<file path="src/rtl/pmrr_pkg.sv">
`timescale 1ns / 1ps
`default_nettype none
package pmrr_pkg;

  localparam int unsigned W = 31;
  localparam int unsigned MULT_W = 15;
  localparam int unsigned PROD_W = W + MULT_W;

  localparam logic [W-1:0] PM_MODULUS = 31'h7FFF_FFFF;
  localparam logic [MULT_W-1:0] PM_MULTIPLIER = 15'd16807;
  localparam logic [W-1:0] PM_SEED_RESET = 31'd3123;

  // one quotient bit per step
  localparam int unsigned DIV_STEPS = W;
  localparam int unsigned CNT_W = $clog2(DIV_STEPS);

  typedef enum logic [2:0] {
    ST_IDLE,
    ST_MUL,
    ST_RED,
    ST_DIV,
    ST_OUT
  } state_t;

  typedef struct packed {
    logic mul_en;
    logic upd_en;
  } lcg_ctrl_t;

  typedef struct packed {
    logic start;
    logic step;
  } div_ctrl_t;

endpackage
`default_nettype wire

</file>
<file path="src/rtl/pmrr_lcg.sv">
`timescale 1ns / 1ps
`default_nettype none
module pmrr_lcg
  import pmrr_pkg::*;
(
  input  wire logic      clk,
  input  wire logic      rst_n,
  input  wire lcg_ctrl_t ctrl,
  output logic [W-1:0]   seed,
  output logic [W-1:0]   seed_next
);

  logic [W-1:0]      seed_r;
  logic [PROD_W-1:0] prod_r;
  logic [W:0]        fold;
  logic [W:0]        fold_sub;

  // 2^31 == 1 mod (2^31 - 1): fold the high part onto the low part
  always_comb begin
    fold = {1'b0, prod_r[W-1:0]} + {{(W + 1 - MULT_W){1'b0}}, prod_r[PROD_W-1:W]};
    fold_sub = fold - {1'b0, PM_MODULUS};
    if (fold >= {1'b0, PM_MODULUS}) begin
      seed_next = fold_sub[W-1:0];
    end else begin
      seed_next = fold[W-1:0];
    end
  end

  always_ff @(posedge clk) begin
    if (ctrl.mul_en) begin
      prod_r <= PROD_W'(seed_r) * PROD_W'(PM_MULTIPLIER);
    end
  end

  always_ff @(posedge clk) begin
    if (!rst_n) begin
      seed_r <= PM_SEED_RESET;
    end else if (ctrl.upd_en) begin
      seed_r <= seed_next;
    end
  end

  assign seed = seed_r;

endmodule
`default_nettype wire

</file>
<file path="src/rtl/pmrr_div.sv">
`timescale 1ns / 1ps
`default_nettype none
module pmrr_div
  import pmrr_pkg::*;
(
  input  wire logic         clk,
  input  wire logic         rst_n,
  input  wire div_ctrl_t    ctrl,
  input  wire logic [W-1:0] dividend,
  input  wire logic [W-1:0] divisor,
  output logic [W-1:0]      rem,
  output logic              last
);

  logic [W-1:0]     dvd_r;
  logic [W:0]       rem_r;
  logic [CNT_W-1:0] cnt_r;
  logic [W:0]       shifted;
  logic [W:0]       diff;

  // restoring remainder, one bit per cycle
  always_comb begin
    shifted = {rem_r[W-1:0], dvd_r[W-1]};
    diff = shifted - {1'b0, divisor};
  end

  always_ff @(posedge clk) begin
    if (ctrl.start) begin
      dvd_r <= dividend;
      rem_r <= '0;
    end else if (ctrl.step) begin
      dvd_r <= {dvd_r[W-2:0], 1'b0};
      if (shifted >= {1'b0, divisor}) begin
        rem_r <= diff;
      end else begin
        rem_r <= shifted;
      end
    end
  end

  always_ff @(posedge clk) begin
    if (!rst_n) begin
      cnt_r <= '0;
    end else if (ctrl.start) begin
      cnt_r <= '0;
    end else if (ctrl.step) begin
      cnt_r <= cnt_r + 1'b1;
    end
  end

  assign last = (cnt_r == CNT_W'(DIV_STEPS - 1));
  assign rem = rem_r[W-1:0];

endmodule
`default_nettype wire

</file>
<file path="src/rtl/park_miller_random_range.sv">
// An accepted request passes through a multiply, a fold, 31 steps of the
// bit-serial remainder unit and an output load; a zero limit skips the steps.
// Requests are handled one at a time: a new one is taken once the result is in
// the output register, also while that result waits. The load waits for room.
// Reset (rst_n, synchronous, active low): seed returns to 3123, FSM idles,
// output register empties.
`timescale 1ns / 1ps
`default_nettype none
module park_miller_random_range
  import pmrr_pkg::*;
(
  input  wire logic         clk,
  input  wire logic         rst_n,
  input  wire logic         in_valid,
  output logic              in_ready,
  input  wire logic [W-1:0] in_range_limit,
  output logic              out_valid,
  input  wire logic         out_ready,
  output logic [W-1:0]      out_value
);

  state_t       state_r, state_nxt;
  logic [W-1:0] limit_r;
  logic         out_valid_r, out_valid_nxt;
  logic [W-1:0] out_value_r;
  logic         load_out;

  lcg_ctrl_t    lcg_ctrl;
  div_ctrl_t    div_ctrl;
  logic [W-1:0] seed;
  logic [W-1:0] seed_next;
  logic [W-1:0] rem;
  logic         div_last;
  logic         limit_zero;

  assign limit_zero = (limit_r == '0);

  // generator: product register plus mod (2^31-1) fold
  pmrr_lcg u_lcg (
    .clk       (clk),
    .rst_n     (rst_n),
    .ctrl      (lcg_ctrl),
    .seed      (seed),
    .seed_next (seed_next)
  );

  // remainder unit; loads the freshly folded seed
  pmrr_div u_div (
    .clk      (clk),
    .rst_n    (rst_n),
    .ctrl     (div_ctrl),
    .dividend (seed_next),
    .divisor  (limit_r),
    .rem      (rem),
    .last     (div_last)
  );

  // sequencer
  always_comb begin
    state_nxt       = state_r;
    in_ready        = 1'b0;
    lcg_ctrl.mul_en = 1'b0;
    lcg_ctrl.upd_en = 1'b0;
    div_ctrl.start  = 1'b0;
    div_ctrl.step   = 1'b0;
    load_out        = 1'b0;
    case (state_r)
      ST_IDLE: begin
        in_ready = 1'b1;
        if (in_valid) begin
          state_nxt = ST_MUL;
        end
      end
      ST_MUL: begin
        lcg_ctrl.mul_en = 1'b1;
        state_nxt       = ST_RED;
      end
      ST_RED: begin
        lcg_ctrl.upd_en = 1'b1;
        div_ctrl.start  = 1'b1;
        state_nxt       = limit_zero ? ST_OUT : ST_DIV;
      end
      ST_DIV: begin
        div_ctrl.step = 1'b1;
        if (div_last) begin
          state_nxt = ST_OUT;
        end
      end
      ST_OUT: begin
        // wait for the output register to free up
        if (!out_valid_r || out_ready) begin
          load_out  = 1'b1;
          state_nxt = ST_IDLE;
        end
      end
      default: begin
        state_nxt = ST_IDLE;
      end
    endcase
  end

  always_comb begin
    out_valid_nxt = out_valid_r;
    if (load_out) begin
      out_valid_nxt = 1'b1;
    end else if (out_ready) begin
      out_valid_nxt = 1'b0;
    end
  end

  always_ff @(posedge clk) begin
    if (!rst_n) begin
      state_r     <= ST_IDLE;
      out_valid_r <= 1'b0;
    end else begin
      state_r     <= state_nxt;
      out_valid_r <= out_valid_nxt;
    end
  end

  always_ff @(posedge clk) begin
    if (in_valid && in_ready) begin
      limit_r <= in_range_limit;
    end
    if (load_out) begin
      // rem < limit <= 2^31-1, so rem+1 fits
      out_value_r <= limit_zero ? seed : rem + 1'b1;
    end
  end

  assign out_valid = out_valid_r;
  assign out_value = out_value_r;

endmodule
`default_nettype wire

</file>
<file path="config.mk">
export PLATFORM = sky130hd
export DESIGN_NAME = park_miller_random_range
export DESIGN_NICKNAME = d
export VERILOG_FILES = /design/src/rtl/pmrr_pkg.sv /design/src/rtl/pmrr_lcg.sv /design/src/rtl/pmrr_div.sv /design/src/rtl/park_miller_random_range.sv
export SDC_FILE = /design/constraint.sdc
export NUM_CORES = 1
export LEC_CHECK = 0
export BUFFER_PORTS_ARGS = -buffer_cell sky130_fd_sc_hd__buf_2
export CORE_AREA = 5 5 233 235
export CTS_BUF_LIST = sky130_fd_sc_hd__clkbuf_8
export DETAILED_ROUTE_END_ITERATION = 16
export DIE_AREA = 0 0 238 240
export GPL_TIMING_DRIVEN = 1
export PLACE_DENSITY = 0.58
export SYNTH_ARGS = -nofsm -noshare
export SYNTH_HDL_FRONTEND = slang
export SYNTH_HIERARCHICAL = 1
export SYNTH_SLANG_ARGS = --single-unit
</file>
<file path="constraint.sdc">
create_clock -name clk -period 7.3 [get_ports clk]
set_input_delay 0.365 -clock clk [delete_from_list [all_inputs] [get_ports clk]]
set_output_delay 0.365 -clock clk [all_outputs]
set_load 0.02 [all_outputs]
</file>
Word level (Yosys, flattened, before mapping)
Cells that the tools add are included.
{ "classes": {"add_sub_neg": 5, "mul": 1, "n_div": 0, "magnitude_cmp": 2, "n_eq_ne": 8, "n_shift": 0, "muxes": 18, "n_bitwise": 1, "n_reduce_logical": 9} }
{ "ops": {"columns": ["cell", "n"], "rows": [
  ["31-bit 2-to-1 mux", 5],
  ["31-bit by 15-bit multiplier with 46-bit output (second input constant)", 1],
  ["31-bit by 15-bit adder with 32-bit output", 1],
  ["32-bit by 31-bit >= comparator with 1-bit output", 1],
  ["32-bit by 31-bit >= comparator with 1-bit output (second input constant)", 1],
  ["31-bit by 1-bit adder with 31-bit output (second input constant)", 1],
  ["31-bit zero test", 1],
  ["31-bit subtractor", 1],
  ["31-bit subtractor (second input constant)", 1],
  ["3-bit one-hot mux with 5 select lines", 1],
  ["3-bit 2-to-1 mux", 4],
  ["1-bit 2-to-1 mux", 8],
  ["3-bit by 2-bit equality test with 1-bit output (second input constant)", 2],
  ["2-bit != test (second input constant)", 3],
  ["5-bit by 1-bit adder with 5-bit output (second input constant)", 1],
  ["5-bit equality test (second input constant)", 1],
  ["2-bit nonzero test", 2],
  ["3-bit by 1-bit equality test with 1-bit output (second input constant)", 1],
  ["3-bit equality test (second input constant)", 1],
  ["3-bit zero test", 1],
  ["3-bit AND reduction", 1],
  ["2-bit OR reduction", 1],
  ["1-bit logical AND", 1],
  ["1-bit zero test", 1],
  ["2 further kinds", 2]
]} }
{ "totals": {"regBits": 210, "latchBits": 0, "ram_bits": 0, "rom_bits": 0, "in_bits": 35, "out_inout_bits": 33, "memories": 0} }

Depth between registers and ports, before layout
{ "depth": {"depth_word": 5, "mapped_depth": 23, "mapped_depth_nobuf": 23} }

By module
The synthesis kept the hierarchy.
{ "modules_own_cells": {"columns": ["module", "n_inst", "cells_each", "area_per_inst_um2"], "rows": [
  ["pmrr_lcg", 1, 1424, 12680.9],
  ["pmrr_div", 1, 499, 4629.4],
  ["park_miller_random_range", 1, 256, 3266.9]
]} }

Worst setup path before layout
Ideal clock, no wire load.
{ "synth_path": {"kind": "flip-flop to flip-flop", "from": "register u_lcg.seed_r[8], in the netlist u_lcg/seed[8]", "to": "register u_lcg.prod_r[39], data pin", "setup_ns": 0.262, "arrival_time_ns": 5.694, "required_ns": 7.038, "slack_ns": 1.344, "stages_incl_launch_ff": 23, "path_buffers": 0, "cell_sequence": "dfxtp_1 > inv_1 > fa_1 > inv_1 > ha_1 > inv_1 > fa_1 > inv_1 > ha_1 > fa_1 > inv_1 > fa_1 > inv_1 > ha_1 > a2111oi_0 > o21ai_0 > a311oi_1 > nor4_1 > o21ai_0 > a31oi_1 > a31oi_1 > mux2i_1 > nand3_1"} }
{ "synth_between": {"elab_chain_len": 1} }
{ "synth_rtl": {"columns": ["element", "line_no", "rtl"], "rows": [
  ["from (decl)", "pmrr_lcg.sv:13", "logic [W-1:0] seed_r;"],
  ["from (signal assigned)", "pmrr_lcg.sv:39", "seed_r <= seed_next;"],
  ["31-bit by 15-bit multiplier with 46-bit output", "pmrr_lcg.sv:31", "prod_r <= PROD_W'(seed_r) * PROD_W'(PM_MULTIPLIER);"],
  ["to (signal assigned)", "pmrr_lcg.sv:31", null],
  ["to (decl)", "pmrr_lcg.sv:14", "logic [PROD_W-1:0] prod_r;"]
]} }
Every way passes these cells.
A chain may end at the register's enable or synchronous reset.

Worst setup path in the final report
{ "layout_path": {"from": "register u_lcg.seed_r[15], in the netlist u_lcg/seed[15]", "to": "register u_lcg.prod_r[39], data pin"} }
The elaborated chain is that of the path after synthesis.

==> flow_summary.toml <==
[run_status]
status = "finished clean"

[cells_and_area]
diodes = 0
num-fill-cells = 5062
final_nets = 2703
syn2layout_area_growth_pct = 11.33
drive_gt1_share_pct = 10.82
regArea_sq_mm = 0.005595
multi_input_area_sq_mm = 0.01334

[critical_path]
crit_required_ns = 7.64
crit_fanout = 6
worst_path_largest_cell_delay_ns = 0.53
path_cells = "inv_1 > fa_1 > inv_1 > ha_1 > fa_1 > inv_1 > fa_1 > inv_1 > fa_1 > inv_1 > fa_1 > inv_1 > ha_1 > a21o_1 > a21o_1 > a311oi_1 > nor4_1 > o21ai_1 > a31oi_1 > a31oi_1 > mux2i_1 > nand3_1"
crit_slowest_cell = "fa_1"
regToRegSetupSlack_ns = 0.54
cp.arrival_ns = 7.10
start_kind = "flip-flop"
cp-end-kind = "flip-flop"
timing.critical_path.mode_cell = "inv_1"
path_class = "reg2reg"

[placed_design]
io_buffers = 67
dpl.hpwl_um = 44500
pre_cts_slack_ns = 0.4346
gp_congestion = 0.9025

[timing]
slew_violations = 0
relSlewSlack_pct = 36.09
setup_viol = 0
final.min_clock_period_ns = 6.763
max_freq_ghz = 0.1479
fin_crit_sh_pct = 92.64
clock_skew_ns = 0.05218
rsz0062_at_grt = "no"
finalHoldViolations = 0
tns_ns = 0
worst_pin_slew_ns = 0.9576
setup_slack_ns = 0.5370
whs_ns = 0.09558

[synthesis]
syn_inst = 2179
yosys.area_share.adder_pct = 27.54
synth_top_family_by_area = "adder cells"
synth.distinct_cells = 100
ys_seq_elements = 210
synthMuxAreaShare_pct = 3.125
synth_compound_area_share_pct = 15.14
yosysWarnings = 6
synthArstFlopShare_pct = 0
synthesis.area_sq_mm = 0.02058
synth_nets = 2586
synth-edff-count = 139
synth_xor_area_share_pct = 4.670
avgSynthCellArea_sq_um = 9.443
yosysSeqAreaShare_pct = 27.19
synth-simple-area-share_pct = 14.27
ys.flop_type = "edfxtp_1"

[detailed_routing]
wl_um = 57820
drtAntennaViolNets = 0
wl_per_cell_um = 19.17
wl_met2_um = 24960
drt_pre_antenna_iters = 5
met1_length_um = 27580
wl_met3_um = 3749
vias = 16460
top_layer = "met4"
detail_route.vias_per_cell = 5.458
drtIter0Drc = 1235
drc = 0

[floorplanning]
num_io_pins = 68
row_count = 84
initial_utilization_pct = 39.55
die_area_sq_mm = 0.05712
core_sq_mm = 0.05202
die_h_um = 240
fp.dieW_um = 238

[clock_network]
worstSkewPairLatency_ns = 0.61
cts.htree.levels = 2
clkSinkCount = 210
cts.path.max_buffers = 3
postCtsSetupRepairBufs = 0
cts_tree = "built"
path_clk_slew_ns = 0.06
cts_made_buffers = 41
cts-root-buf = "clkbuf_8"

[worst_hold_path]
hold_path.class = "in2reg"

[grt]
grt_pass1_wl_um = 90940
grt_usage_pct = 20.05
antenna_found_initial = 3
grt_max_degree = 62
overflow = 0
first_global_vias = 16370

[flow_run]
drv_cap = 0
==> area by class of cell <==
type                       instances  share of cell area, %
timing repair buffer             134                  3.998
clock buffer                      49                  2.944
multi-input combinational       1552                  58.22
clock inverter                    26                 0.8028
inverter                         357                  5.849
sequential                       210                  24.42
tap                              688                  3.758
==> layer usage <==
layer,global-route usage [%],up-vias
met4,5.826,0
met2,30.59,526
met5,0,-
li1,-,7903
met3,2.856,91
met1,29.73,7942
==> synthesized netlist by cell type (4+ instances only) <==
| cell type | number | area, sq um |
|---|---|---|
| inv_1 | 356 | 1336 |
| ha_1 | 237 | 2965 |
| edfxtp_1 | 139 | 4174 |
| fa_1 | 135 | 2703 |
| nor2_1 | 128 | 480.5 |
| a21oi_1 | 123 | 615.6 |
| nand2_1 | 109 | 409.1 |
| dfxtp_1 | 71 | 1421 |
| xnor2_1 | 67 | 586.8 |
| nand3_1 | 59 | 295.3 |
| o21ai_0 | 58 | 290.3 |
| nor3_1 | 53 | 265.3 |
| a21o_1 | 48 | 360.4 |
| a31oi_1 | 43 | 269.0 |
| xor2_1 | 39 | 341.6 |
| clkbuf_1 | 35 | 131.4 |
| a211oi_1 | 34 | 255.2 |
| mux2_2 | 31 | 349.1 |
| nand4_1 | 27 | 168.9 |
| or3_1 | 25 | 156.4 |
| nor2b_1 | 20 | 125.1 |
| nand2b_1 | 19 | 118.9 |
| and3_1 | 18 | 112.6 |
| nor4_1 | 17 | 106.4 |
| and2_1 | 14 | 87.58 |
| mux2i_1 | 14 | 140.1 |
| o211ai_1 | 14 | 105.1 |
| o21ai_1 | 14 | 70.07 |
| a311oi_1 | 13 | 113.9 |
| o21a_1 | 13 | 97.59 |
| o31ai_1 | 13 | 97.59 |
| o21bai_1 | 12 | 90.09 |
| and4_1 | 11 | 96.34 |
| or4_1 | 11 | 82.58 |
| buf_2 | 10 | 50.05 |
| o21ai_2 | 9 | 78.83 |
| mux2_4 | 8 | 120.1 |
| or2_2 | 8 | 50.05 |
| a22oi_1 | 7 | 52.55 |
| buf_6 | 7 | 78.83 |
| a211oi_2 | 5 | 62.56 |
| a21boi_0 | 5 | 37.54 |
| nor3b_1 | 5 | 37.54 |
| buf_1 | 4 | 15.01 |
==> sequential cells by signal, indices dropped and copies added, names as in the netlist <==
signal,cells
state_r,3
u_lcg/seed,31
limit_r,31
u_div/dvd_r,31
u_lcg/prod_r,46
out_value,31
u_div/rem_r,31
out_valid,1
u_div/cnt_r,5
==> cell usage in the layout, fill, tap and decap left out, drive strengths merged, types with 16 or more instances in the layout <==
cell type / n
clkbuf: 49
nor4: 20
ha: 237
nor3: 53
dlygate4sd3: 31
mux2: 42
inv: 370
nand2b: 19
a211oi: 39
xor2: 40
nor2: 128
xnor2: 68
a21o: 48
buf: 103
a21oi: 125
nand4: 29
nand2: 111
nand3: 61
dfxtp: 71
nor2b: 20
o21ai: 81
and3: 19
a31oi: 43
edfxtp: 139
or3: 25
and2: 16
fa: 135
==> per-stage QoR <==
step           std cells  util, %  area, sq um
6_report            3016    44.04        22910
2_1_floorplan       2179        -        20580
3_3_place_gp        2910    41.79        21740
3_5_place_dp        2910    41.79        21740
4_1_cts             3016    44.04        22910
5_1_grt             3016    44.04        22910
==> critical path: cells and delay by family (launching register included) <==
family | cells | cell delay, ns
fa+ha+maj | 7 | 3.18
compound gates | 6 | 1.92
flops | 1 | 0.46
buf+inv | 6 | 0.44
simple gates | 2 | 0.28
mux | 1 | 0.23
==> timing repair <==
action,CTS,global route
hold buffers,31,0
setup endpoints to repair,0,1
gates resized for setup,0,1
endpoints found under the hold margin,31,0
==> cell families (layout without fill, tap and decap cells) <==
| family | Yosys count | after routing |
|---|---|---|
| and+or+nand+nor | 553 | 553 |
| DFF | 210 | 210 |
| buffers and inverters | 417 | 566 |
| adders and majority gates | 372 | 372 |
| xor gates and xnor gates | 108 | 108 |
| AOI/OAI and AO/OA | 463 | 463 |
| muxes | 56 | 56 |
==> worst paths after layout <==
kind,startpoint,cells past startpoint,to
max reg2reg,u_lcg/seed[15],22,u_lcg/prod_r[39]
min reg2reg,u_div/dvd_r[0],1,u_div/dvd_r[1]
min,out_ready,3,out_valid
max,u_lcg/seed[15],22,u_lcg/prod_r[39]
Power is left out: the tool's default activity adds up to more than one toggle a clock period on the data nets, which glitch-free logic cannot reach.
